[config.mk]
export PLATFORM = sky130hd
export DESIGN_NAME = hold_attack_decay_release_envelope_core_flat
export DESIGN_NICKNAME = d
export VERILOG_FILES = /design/src/hadre_pkg.sv /design/src/hadre_tick_if.sv /design/src/hadre_env_if.sv /design/src/hadre_cfg_regs.sv /design/src/hadre_update.sv /design/src/hold_attack_decay_release_envelope_core.sv /design/src/flat_wrapper.sv
export SDC_FILE = /design/constraint.sdc
export NUM_CORES = 2
export LEC_CHECK = 0
export BUFFER_PORTS_ARGS = -buffer_cell sky130_fd_sc_hd__buf_2
export CAP_MARGIN = 20
export CORE_MARGIN = 2
export CORE_UTILIZATION = 35
export CTS_CLUSTER_DIAMETER = 150
export DETAILED_ROUTE_END_ITERATION = 10
export PLACE_DENSITY = 0.5
export SLEW_MARGIN = 20
export SYNTH_ARGS = -nofsm -noshare
export SYNTH_HDL_FRONTEND = slang
export SYNTH_SLANG_ARGS = --single-unit
[constraint.sdc]
create_clock -name clk -period 20.7 [get_ports clk]
set_clock_uncertainty 0.2 [all_clocks]
set_input_delay 2.07 -clock clk [delete_from_list [all_inputs] [get_ports clk]]
set_output_delay 2.07 -clock clk [all_outputs]
set_load 0.01 [all_outputs]
[src/hadre_pkg.sv]
// Shared types, constants and fixed-point helpers for the envelope core.
// Used by the interfaces, the register file, the update stage and the top level.
`timescale 1ns / 1ps
`default_nettype none

package hadre_pkg;

  localparam int FRAC_BITS = 23;
  localparam int Q_W       = FRAC_BITS + 1;
  localparam int GATE_W    = 8;
  localparam int TRIG_W    = 8;
  localparam int STAGE_W   = 2;
  localparam int MODE_W    = 2;
  localparam int CFG_IDX_W = 3;

  localparam logic [Q_W-1:0] Q_ONE  = {1'b1, {FRAC_BITS{1'b0}}};
  localparam logic [Q_W-1:0] Q_HALF = {2'b01, {(FRAC_BITS-1){1'b0}}};

  localparam int MODE_LOOP_BIT = 0;
  localparam int MODE_TRIG_BIT = 1;

  typedef enum logic [STAGE_W-1:0] {
    STAGE_HOLD    = 2'd0,
    STAGE_ATTACK  = 2'd1,
    STAGE_DECAY   = 2'd2,
    STAGE_RELEASE = 2'd3
  } stage_t;

  typedef enum logic [CFG_IDX_W-1:0] {
    REG_HOLD_STEP      = 3'd0,
    REG_ATTACK_STEP    = 3'd1,
    REG_DECAY_FACTOR   = 3'd2,
    REG_RELEASE_FACTOR = 3'd3,
    REG_SUSTAIN_LEVEL  = 3'd4,
    REG_RETRIG_MARGIN  = 3'd5,
    REG_MODE_BITS      = 3'd6
  } cfg_idx_t;

  typedef struct packed {
    logic [Q_W-1:0]    hold_step;
    logic [Q_W-1:0]    attack_step;
    logic [Q_W-1:0]    decay_factor;
    logic [Q_W-1:0]    release_factor;
    logic [Q_W-1:0]    sustain_level;
    logic [Q_W-1:0]    retrig_margin;
    logic [MODE_W-1:0] mode_bits;
  } hadre_cfg_t;

  typedef struct packed {
    logic [Q_W-1:0] level;
    stage_t         stage;
  } hadre_result_t;

  // Clamp a register value to 1.0.
  function automatic logic [Q_W-1:0] qsat(input logic [Q_W-1:0] v);
    return (v > Q_ONE) ? Q_ONE : v;
  endfunction

  // Truncating Q1.FRAC_BITS product; operands never exceed 1.0.
  function automatic logic [Q_W-1:0] qmul(input logic [Q_W-1:0] a, input logic [Q_W-1:0] b);
    logic [2*Q_W-1:0] p;
    p = (2*Q_W)'(a) * (2*Q_W)'(b);
    return p[FRAC_BITS +: Q_W];
  endfunction

endpackage

`default_nettype wire

[src/hadre_tick_if.sv]
// Input channel: one control tick carrying gate and trigger values.
// Depends on hadre_pkg for field widths.
`timescale 1ns / 1ps
`default_nettype none

interface hadre_tick_if
  import hadre_pkg::*;
  ();
  logic              valid;
  logic              ready;
  logic [GATE_W-1:0] gate_value;
  logic [TRIG_W-1:0] trig_value;

  modport source (output valid, output gate_value, output trig_value, input ready);
  modport sink   (input valid, input gate_value, input trig_value, output ready);
endinterface

`default_nettype wire

[src/hadre_env_if.sv]
// Output channel: envelope level and stage after each tick.
// Depends on hadre_pkg for field widths.
`timescale 1ns / 1ps
`default_nettype none

interface hadre_env_if
  import hadre_pkg::*;
  ();
  logic               valid;
  logic               ready;
  logic [Q_W-1:0]     level;
  logic [STAGE_W-1:0] stage;

  modport source (output valid, output level, output stage, input ready);
  modport sink   (input valid, input level, input stage, output ready);
endinterface

`default_nettype wire

[src/hadre_cfg_regs.sv]
// Configuration register file; Q-format values are clamped to 1.0 on write.
// Depends on hadre_pkg.
`timescale 1ns / 1ps
`default_nettype none

module hadre_cfg_regs
  import hadre_pkg::*;
(
  input  wire logic                 clk,
  input  wire logic                 rst,
  input  wire logic                 cfg_we,
  input  wire logic [CFG_IDX_W-1:0] cfg_index,
  input  wire logic [Q_W-1:0]       cfg_wdata,
  output hadre_cfg_t                cfg
);

  hadre_cfg_t regs;
  logic [Q_W-1:0] wdata_sat;

  assign wdata_sat = qsat(cfg_wdata);
  assign cfg       = regs;

  always_ff @(posedge clk) begin
    if (rst) begin
      regs.hold_step      <= Q_ONE;
      regs.attack_step    <= Q_ONE;
      regs.decay_factor   <= '0;
      regs.release_factor <= '0;
      regs.sustain_level  <= Q_HALF;
      regs.retrig_margin  <= '0;
      regs.mode_bits      <= '0;
    end else if (cfg_we) begin
      unique case (cfg_idx_t'(cfg_index))
        REG_HOLD_STEP:      regs.hold_step      <= wdata_sat;
        REG_ATTACK_STEP:    regs.attack_step    <= wdata_sat;
        REG_DECAY_FACTOR:   regs.decay_factor   <= wdata_sat;
        REG_RELEASE_FACTOR: regs.release_factor <= wdata_sat;
        REG_SUSTAIN_LEVEL:  regs.sustain_level  <= wdata_sat;
        REG_RETRIG_MARGIN:  regs.retrig_margin  <= wdata_sat;
        REG_MODE_BITS:      regs.mode_bits      <= cfg_wdata[MODE_W-1:0];
        default: ;
      endcase
    end
  end

endmodule

`default_nettype wire

[src/hadre_update.sv]
// Envelope state and its per-tick update: edge detection, stage machine,
// hold counter and level arithmetic. Depends on hadre_pkg.
`timescale 1ns / 1ps
`default_nettype none

module hadre_update
  import hadre_pkg::*;
(
  input  wire logic              clk,
  input  wire logic              rst,
  input  wire logic              enable,
  input  wire logic [GATE_W-1:0] gate_value,
  input  wire logic [TRIG_W-1:0] trig_value,
  input  wire hadre_cfg_t        cfg,
  output hadre_result_t          result
);

  stage_t            cur_stage, stage_next, stage_sel;
  logic [Q_W-1:0]    env_level, env_level_next;
  logic [Q_W-1:0]    hold_count, hold_count_next;
  logic [GATE_W-1:0] last_gate;
  logic [TRIG_W-1:0] last_trig;

  logic           trig_change, gate_change;
  logic [Q_W-1:0] prod_rel, prod_sus, prod_lev, dec_level;
  logic [Q_W:0]   hold_sum, attack_sum, dec_sum, sus_limit;
  logic           hold_done, attack_over, loop_hit;

  assign trig_change = (trig_value != last_trig);
  assign gate_change = (gate_value != last_gate);

  // Stage after trigger and gate events, before the stage update.
  always_comb begin
    stage_sel = cur_stage;
    if (trig_change && cfg.mode_bits[MODE_TRIG_BIT]) begin
      stage_sel = STAGE_HOLD;
    end
    if (gate_change) begin
      stage_sel = (gate_value != '0) ? STAGE_HOLD : STAGE_RELEASE;
    end
  end

  assign prod_rel    = qmul(env_level, cfg.release_factor);
  assign prod_sus    = qmul(cfg.sustain_level, Q_ONE - cfg.decay_factor);
  assign prod_lev    = qmul(env_level, cfg.decay_factor);
  assign dec_sum     = {1'b0, prod_sus} + {1'b0, prod_lev};
  assign dec_level   = dec_sum[Q_W-1:0];
  assign hold_sum    = {1'b0, hold_count} + {1'b0, cfg.hold_step};
  assign attack_sum  = {1'b0, env_level} + {1'b0, cfg.attack_step};
  assign sus_limit   = {1'b0, cfg.sustain_level} + {1'b0, cfg.retrig_margin};
  assign hold_done   = (hold_sum > {1'b0, Q_ONE});
  assign attack_over = (attack_sum > {1'b0, Q_ONE});
  assign loop_hit    = ({1'b0, dec_level} < sus_limit) && cfg.mode_bits[MODE_LOOP_BIT];

  // Next stage.
  always_comb begin
    unique case (stage_sel)
      STAGE_HOLD:    stage_next = hold_done   ? STAGE_ATTACK : STAGE_HOLD;
      STAGE_ATTACK:  stage_next = attack_over ? STAGE_DECAY  : STAGE_ATTACK;
      STAGE_DECAY:   stage_next = loop_hit    ? STAGE_ATTACK : STAGE_DECAY;
      STAGE_RELEASE: stage_next = STAGE_RELEASE;
      default:       stage_next = STAGE_RELEASE;
    endcase
  end

  // Level and hold counter for the selected stage.
  always_comb begin
    env_level_next  = env_level;
    hold_count_next = hold_count;
    unique case (stage_sel)
      STAGE_HOLD: begin
        env_level_next  = prod_rel;
        hold_count_next = hold_done ? '0 : hold_sum[Q_W-1:0];
      end
      STAGE_ATTACK: begin
        env_level_next = attack_over ? Q_ONE : attack_sum[Q_W-1:0];
      end
      STAGE_DECAY: begin
        env_level_next = dec_level;
      end
      default: begin
        env_level_next  = prod_rel;
        hold_count_next = '0;
      end
    endcase
  end

  assign result.level = env_level_next;
  assign result.stage = stage_next;

  always_ff @(posedge clk) begin
    if (rst) begin
      cur_stage  <= STAGE_RELEASE;
      env_level  <= '0;
      hold_count <= '0;
      last_gate  <= '0;
      last_trig  <= '0;
    end else if (enable) begin
      cur_stage  <= stage_next;
      env_level  <= env_level_next;
      hold_count <= hold_count_next;
      last_gate  <= gate_value;
      last_trig  <= trig_value;
    end
  end

endmodule

`default_nettype wire

[src/hold_attack_decay_release_envelope_core.sv]
// Hold-attack-decay-release envelope core: one level/stage result per control tick.
// Depends on hadre_pkg, hadre_tick_if, hadre_env_if, hadre_cfg_regs, hadre_update.
//
// A tick can be accepted every clock cycle unless the output stalls. A tick waits
// in an input register; when the output register is free or being taken, the
// envelope state is updated through the multipliers and adders in one pass and
// the result loaded into the output register, which holds it until taken while
// the next tick is accepted. The state feedback loop (stage, level, hold count)
// closes through that single pass, which sets that rate. Levels, steps and factors
// are unsigned Q1.23; register values above 1.0 are clamped on write. Configuration
// is to be written only while no tick is in flight; the core does not enforce it.
`timescale 1ns / 1ps
`default_nettype none

module hold_attack_decay_release_envelope_core
  import hadre_pkg::*;
(
  input  wire logic                 clk,
  input  wire logic                 rst,
  input  wire logic                 cfg_we,
  input  wire logic [CFG_IDX_W-1:0] cfg_index,
  input  wire logic [Q_W-1:0]       cfg_wdata,
  hadre_tick_if.sink                tick,
  hadre_env_if.source               env
);

  hadre_cfg_t    cfg;
  hadre_result_t result;

  logic              in_valid;
  logic [GATE_W-1:0] in_gate;
  logic [TRIG_W-1:0] in_trig;
  logic              out_valid;
  logic [Q_W-1:0]    out_level;
  stage_t            out_stage;
  logic              advance;

  hadre_cfg_regs u_cfg_regs (
    .clk       (clk),
    .rst       (rst),
    .cfg_we    (cfg_we),
    .cfg_index (cfg_index),
    .cfg_wdata (cfg_wdata),
    .cfg       (cfg)
  );

  hadre_update u_update (
    .clk        (clk),
    .rst        (rst),
    .enable     (advance),
    .gate_value (in_gate),
    .trig_value (in_trig),
    .cfg        (cfg),
    .result     (result)
  );

  assign advance    = in_valid && (!out_valid || env.ready);
  assign tick.ready = !in_valid || advance;

  assign env.valid = out_valid;
  assign env.level = out_level;
  assign env.stage = STAGE_W'(out_stage);

  always_ff @(posedge clk) begin
    if (rst) begin
      in_valid <= 1'b0;
    end else if (tick.ready) begin
      in_valid <= tick.valid;
    end
  end

  always_ff @(posedge clk) begin
    if (tick.valid && tick.ready) begin
      in_gate <= tick.gate_value;
      in_trig <= tick.trig_value;
    end
  end

  always_ff @(posedge clk) begin
    if (rst) begin
      out_valid <= 1'b0;
    end else if (advance) begin
      out_valid <= 1'b1;
    end else if (env.ready) begin
      out_valid <= 1'b0;
    end
  end

  always_ff @(posedge clk) begin
    if (advance) begin
      out_level <= result.level;
      out_stage <= result.stage;
    end
  end

endmodule

`default_nettype wire

[src/flat_wrapper.sv]
// flat-port wrapper written by rule: the top's interface ports become plain ports
module hold_attack_decay_release_envelope_core_flat import hadre_pkg::*;
  (clk, rst, cfg_we, cfg_index, cfg_wdata, tick_valid, tick_gate_value, tick_trig_value, tick_ready, env_valid, env_level, env_stage, env_ready);
  hadre_tick_if tick_i ();
  hadre_env_if env_i ();
  input  wire logic clk;
  input  wire logic rst;
  input  wire logic cfg_we;
  input  wire logic [CFG_IDX_W-1:0] cfg_index;
  input  wire logic [Q_W-1:0] cfg_wdata;
  input wire logic [$bits(tick_i.valid)-1:0] tick_valid;
  input wire logic [$bits(tick_i.gate_value)-1:0] tick_gate_value;
  input wire logic [$bits(tick_i.trig_value)-1:0] tick_trig_value;
  output wire logic [$bits(tick_i.ready)-1:0] tick_ready;
  output wire logic [$bits(env_i.valid)-1:0] env_valid;
  output wire logic [$bits(env_i.level)-1:0] env_level;
  output wire logic [$bits(env_i.stage)-1:0] env_stage;
  input wire logic [$bits(env_i.ready)-1:0] env_ready;
  assign tick_i.valid = tick_valid;
  assign tick_i.gate_value = tick_gate_value;
  assign tick_i.trig_value = tick_trig_value;
  assign tick_ready = tick_i.ready;
  assign env_valid = env_i.valid;
  assign env_level = env_i.level;
  assign env_stage = env_i.stage;
  assign env_i.ready = env_ready;
  hold_attack_decay_release_envelope_core u_core (.clk(clk), .rst(rst), .cfg_we(cfg_we), .cfg_index(cfg_index), .cfg_wdata(cfg_wdata), .tick(tick_i), .env(env_i));
endmodule
* Word-level counts from Yosys, hierarchy flattened
Cells that the tools add are included.
** Storage, ports and cells
- Word-level logic and storage cells :: 77
- Output and inout bits :: 28
- Bits of input ports :: 48
- Register bits :: 256
** Cells by class
- Order comparisons :: 4
- Reductions and logical operators :: 21
- Muxes and demuxes :: 14
- Multiply operators :: 3
- Bitwise gates (word level) :: 1
- $add $sub $neg :: 5
- Equal/unequal tests :: 11
** Operator list (number)
- $mul 24x24->47 :: 3
- $pmux 24 s2 :: 2
- $add 24x24->25 :: 3
- $mux 24 :: 3
- $gt 25x24->1 const B :: 2
- $lt 24x25->1 :: 1
- $add 24x24->24 :: 1
- $gt 24x24->1 const B :: 1
- $sub 24x24->24 const A :: 1
- $ne 8x8->1 :: 2
- $reduce_and 2->1 :: 8
- $mux 2 :: 5
- $eq 3x3->1 const B :: 3
- $pmux 2 s4 :: 1
- $reduce_bool 8->1 :: 1
- $eq 3x2->1 const B :: 2
- $eq 2x2->1 const B :: 2
- $logic_and 1x1->1 :: 4
- $eq 3x1->1 const B :: 1
- $logic_not 3->1 :: 1
- $mux 1 :: 3
- $eq 2x1->1 const B :: 1
- $logic_not 1->1 :: 2
- $logic_not 2->1 :: 1
- 4 further kinds :: 5

* Logic depth before layout (Yosys ltp)
- Depth after elaboration :: 8
- Depth in mapped cells :: 53
- Mapped depth without buffers :: 51

* Modules after synthesis
A second synthesis with hierarchy kept.
** Unflattened totals
- Cells, all modules :: 7803
- Area total of the unflattened synthesis :: 68273.0 um^2
** Modules (own cells, without submodules)
- hadre_update :: seq. area each 1321.3 um^2, area each 61506.5 um^2, cells each 7077, times used 1
- hadre_cfg_regs :: seq. area each 2922.8 um^2, area each 5401.4 um^2, cells each 674, times used 1
- hold_attack_decay_release_envelope_core :: seq. area each 1301.2 um^2, area each 1365.1 um^2, cells each 52, times used 1

* Worst setup path after synthesis
Ideal clock, no wire load.
- Path kind :: register -> register
- Start :: register u_core.u_cfg_regs.regs (netlist bit u_core.u_cfg_regs.cfg[82])
- End :: register u_core.u_update.cur_stage[1]
- Setup slack :: 8344 ps
- Cell stages (with the launch flop) :: 51
- Setup time :: 122 ps
- Buffers on the path :: 3
- Arrival time :: 12035 ps
- Path through :: dfxtp_1 -> clkbuf_1 -> or4_1 -> nor4_1 -> or4b_2 -> clkbuf_1 -> nor3_1 -> xnor2_1 -> clkbuf_1 -> nand2_1 -> fa_1 -> inv_1 -> fa_1 -> inv_1 -> fa_1 -> inv_1 -> fa_1 -> fa_1 -> [15 not listed] -> xnor2_1 -> ha_1 -> a21o_1 -> a21o_1 -> a21oi_1 -> a21boi_0 -> a311oi_1 -> a31oi_1 -> xnor2_1 -> ha_1 -> a21o_1 -> a211o_1 -> a211oi_1 -> a41o_1 -> nand2_1 -> a31oi_1 -> o21ai_0 -> a221o_1
** On the way
- Word-level cells in the longest chain between the ends :: 7
- Elaborated cells on any way between the ends :: 8
** RTL lines
- start: declaration :: RTL line hadre_cfg_regs.sv:17 : hadre_cfg_t regs;
- $sub 24x24->24 :: RTL line hadre_update.sv:44 : assign prod_sus = qmul(cfg.sustain_level, Q_ONE - cfg.decay_factor);
- $mul 24x24->47 :: RTL line hadre_pkg.sv:62 : p = (2*Q_W)'(a) * (2*Q_W)'(b);
- $add 24x24->24 * :: RTL line hadre_update.sv:46 : assign dec_sum = {1'b0, prod_sus} + {1'b0, prod_lev};
- $lt 24x25->1 * :: RTL line hadre_update.sv:53 : assign loop_hit = ({1'b0, dec_level} < sus_limit) && cfg.mode_bits[MODE_LOOP_BIT];
- $logic_and 1x1->1 * :: RTL line hadre_update.sv:53
- $mux 2 * :: RTL line hadre_update.sv:60 : STAGE_DECAY: stage_next = loop_hit ? STAGE_ATTACK : STAGE_DECAY;
- $pmux 2 s4 * :: RTL line hadre_update.sv:57 : unique case (stage_sel)
- end signal: assignment :: RTL line hadre_update.sv:99 : cur_stage <= stage_next;
- end: declaration :: RTL line hadre_update.sv:18 : stage_t cur_stage, stage_next, stage_sel;
Every way passes the cells marked *; elsewhere a longest branch is shown, timed or not.
A chain may end at the register's enable or synchronous reset.

* Worst setup path in the final report
- Start :: register u_core.u_cfg_regs.regs (netlist bit u_core.u_cfg_regs.cfg[83])
- End :: register u_core.u_update.cur_stage[1]
Same word-level chain as after synthesis.

==> results.py <==
metrics = {
    "status": {
        "outcome": "finished clean",
    },
    "critical_path": {
        "critPathTopFamily": "adder cells",
        "crit_arrival_ns": 14.65,
        "regToRegStartpoint": "u_core.u_cfg_regs.cfg[83]$_SDFFE_PP0P_",
        "path_buf_inv": 5,
        "path_common_cell": "fa_1",
        "start_kind": "flop",
        "rr_endpoint": "u_core.u_update.cur_stage[1]$_SDFFE_PP1P_",
        "critPathKind": "flop to flop",
        "rr_worst_depth": 47,
        "end_kind": "flop",
        "path_max_fanout": 27,
        "required_ns": 20.99,
        "cp_slowest_stage_delay_ns": 0.78,
        "ff2ff_setup_slack_ns": 6.34,
        "cp_slowest_cell": "or4b_2",
    },
    "placement": {
        "gp_congestion": 0.8874,
        "io_buffer_count": 75,
        "pre_cts_slack_ns": 6.203,
        "dp_hpwl_um": 161600,
    },
    "hold_path": {
        "hp-start": "u_core.u_cfg_regs.cfg[45]$_SDFFE_PP0P_",
        "holdPathEnd": "u_core.u_cfg_regs.cfg[45]$_SDFFE_PP0P_",
        "hold_path.class": "flop to flop",
        "whs_path_depth": 2,
    },
    "cts": {
        "cts_hold_buf": 0,
        "cts.clk_slew.worst_paths_ns": 0.06,
        "cts_buffer_depth": 3,
        "cts_num_sinks": 256,
        "htree_levels": 1,
        "numCtsBuffers": 31,
        "clk_latency_ns": 0.63,
        "cts_tree": "done",
        "post_cts_buffers": 0,
        "root_buffer": "clkbuf_16",
        "cts_resized": 0,
    },
    "timing": {
        "setup_slack_ns": 6.345,
        "rsz0062_at_grt": "false",
        "whs_ns": 0.2514,
        "setup_tns_ns": 0,
        "tightestPinTransition_ns": 1.215,
        "fmax_mhz": 69.66,
        "period_share": 0.6935,
        "max_slew_margin": 0.1861,
        "slew_viol_final": 0,
        "finalSetupViolCount": 0,
        "final_hold_viol_count": 0,
        "fin_crit_ns": 14.36,
    },
    "route": {
        "wl_um": 215700,
        "wl_per_cell_um": 20.97,
        "dr.pass1.iters": 7,
        "drt_first_iter_violations": 3115,
        "drc": 0,
        "vias": 52210,
        "ant_nets": 0,
        "viasPerCell": 5.078,
    },
    "global_route": {
        "grt_pass1_vias": 56540,
        "overflow": 0,
        "grt_max_degree": 97,
        "grt_util_all_layers": 0.2229,
        "grt_pass1_wl_um": 340500,
        "antenna_found_initial": 5,
    },
    "layout": {
        "final_core_util": 0.3725,
        "final_layout_size_suffix_gt1_frac": 0.04496,
        "antenna_cells": 0,
        "nets": 9826,
        "final_cell_mix": "nand2_1, inv_1, fa_1, ha_1, and2_1",
        "syn_to_final_growth_pct": 6.135,
        "nFillCells": 19950,
        "mostFrequentLayoutCell": "nand2_1",
    },
    "die": {
        "die_w_um": 445.5,
        "design.core.area_um2": 194400,
        "die_y_um": 445.5,
        "row_count": 162,
        "start_util": 0.3510,
        "io_pins": 76,
        "die_area_um2": 198500,
    },
    "flow_run": {
        "drv_cap": 0,
    },
    "yosys": {
        "synthFlopType": "dfxtp_1",
        "syn_avg_cell_area_um2": 8.599,
        "syn_inst": 7933,
        "yosysWarnings": 0,
        "synth_area_um2": 68220,
        "seq_area_frac_synth": 0.08129,
        "async_flop_share": 0,
        "synth_edf_count": 42,
        "ys_types": 72,
        "synth_nets": 10040,
        "ys_ff_latch": 256,
    },
    "pwr": {
        "power_density_nw_per_um2": 22.68,
        "vdd_drop_max_uv": 61.46,
        "leakage_nw": 34.57,
    },
}
-- power breakdown --
part,leakage (nW),total (mW),switching (mW),internal [mW]
clock network,0.504,0.569,0.245,0.324
registers,2.15,0.548,0.0275,0.520
logic,31.9,0.526,0.368,0.158
total,34.6,1.64,0.640,1.00
-- per-stage QoR --
step           instances  total power, mW  instance area (um2)
3_5_place_dp       10220            1.079                71320
2_1_floorplan       7933           0.8612                68220
5_1_grt            10280            1.724                72400
4_1_cts            10280            1.654                72360
3_3_place_gp       10220            1.075                71320
6_report           10280            1.642                72400
-- per-layer routing --
layer,vias up,wire length [um],share of wire,GRT usage
met5,-,18,0.000083,0
met4,2,6430,0.030,0.05725
met3,274,9722,0.045,0.01888
met2,1314,105200,0.49,0.3837
met1,27200,94300,0.44,0.3013
li1,23420,-,-,-
-- flip-flops by register name, indices dropped and copies added (netlist names) --
name,flops
u_core.env.level,24
u_core.u_update.env_level,24
u_core.u_update.last_gate,8
u_core.in_trig,8
u_core.u_cfg_regs.cfg,146
u_core.in_valid,1
u_core.env.valid,1
u_core.u_update.last_trig,8
u_core.in_gate,8
u_core.u_update.cur_stage,2
u_core.u_update.hold_count,24
u_core.env.stage,2
-- worst max-delay path by stage --
stage | depth (start not counted) | start | endpoint | slack [ns]
after floorplan | 50 | u_core.u_cfg_regs.cfg[82]$_SDFFE_PP0P_ | u_core.u_update.cur_stage[1]$_SDFFE_PP1P_ | 8.34
after global placement | 49 | u_core.u_cfg_regs.cfg[83]$_SDFFE_PP0P_ | u_core.u_update.cur_stage[1]$_SDFFE_PP1P_ | 6.36
after detailed placement | 49 | u_core.u_cfg_regs.cfg[83]$_SDFFE_PP0P_ | u_core.u_update.cur_stage[1]$_SDFFE_PP1P_ | 6.20
after CTS | 49 | u_core.u_cfg_regs.cfg[83]$_SDFFE_PP0P_ | u_core.u_update.cur_stage[1]$_SDFFE_PP1P_ | 6.12
after global routing | 48 | u_core.u_cfg_regs.cfg[83]$_SDFFE_PP0P_ | u_core.env.stage[0]$_DFFE_PP_ | 5.39
final | 47 | u_core.u_cfg_regs.cfg[83]$_SDFFE_PP0P_ | u_core.u_update.cur_stage[1]$_SDFFE_PP1P_ | 6.34
-- Yosys cell counts (10+ instances only) --
library cell	instances	share of area
a311oi_1	11	0.0014
xor2_1	74	0.0095
nand3_1	62	0.0045
a21o_1	84	0.0092
ha_1	618	0.11
nor2b_1	27	0.0025
a211oi_1	26	0.0029
nand2b_1	27	0.0025
nand4_1	41	0.0038
or3_1	10	0.00092
o21bai_1	19	0.0021
nand2_1	1623	0.089
nor3_1	49	0.0036
o21a_1	34	0.0037
a31oi_1	23	0.0021
edfxtp_1	42	0.018
o211ai_1	15	0.0017
and2_1	581	0.053
fa_1	1444	0.42
a21oi_1	350	0.026
dfxtp_1	214	0.063
nor2_1	146	0.0080
o21ai_0	87	0.0064
buf_1	23	0.0013
clkbuf_1	432	0.024
nor4_1	23	0.0021
and3_1	17	0.0016
xnor2_1	119	0.015
inv_1	1566	0.086
-- cells by family after synthesis --
group,Yosys count,share of synthesized area
compound gates,749,0.06799
xor+xnor,194,0.02511
fa+ha+maj,2062,0.5371
buf+inv,2026,0.1116
flops,256,0.08129
mux,5,0.0007337
simple gates,2641,0.1762
-- worst min-delay path, stage by stage, from the launching register on --
cell and delay [ns]:
dfxtp_2 0.31, nand2_1 0.04, a21oi_1 0.05
-- area by class of cell --
cell class | instances | area, um2 | area share
inverter | 1567 | 5882 | 0.08124
timing repair buffer | 209 | 1395 | 0.01927
clock buffer | 51 | 983.4 | 0.01358
clock inverter | 7 | 55.05 | 0.0007604
multi-input combinational | 5651 | 55310 | 0.7639
sequential | 256 | 5598 | 0.07731
tap | 2542 | 3181 | 0.04393
Power figures use the tool's default switching activity.
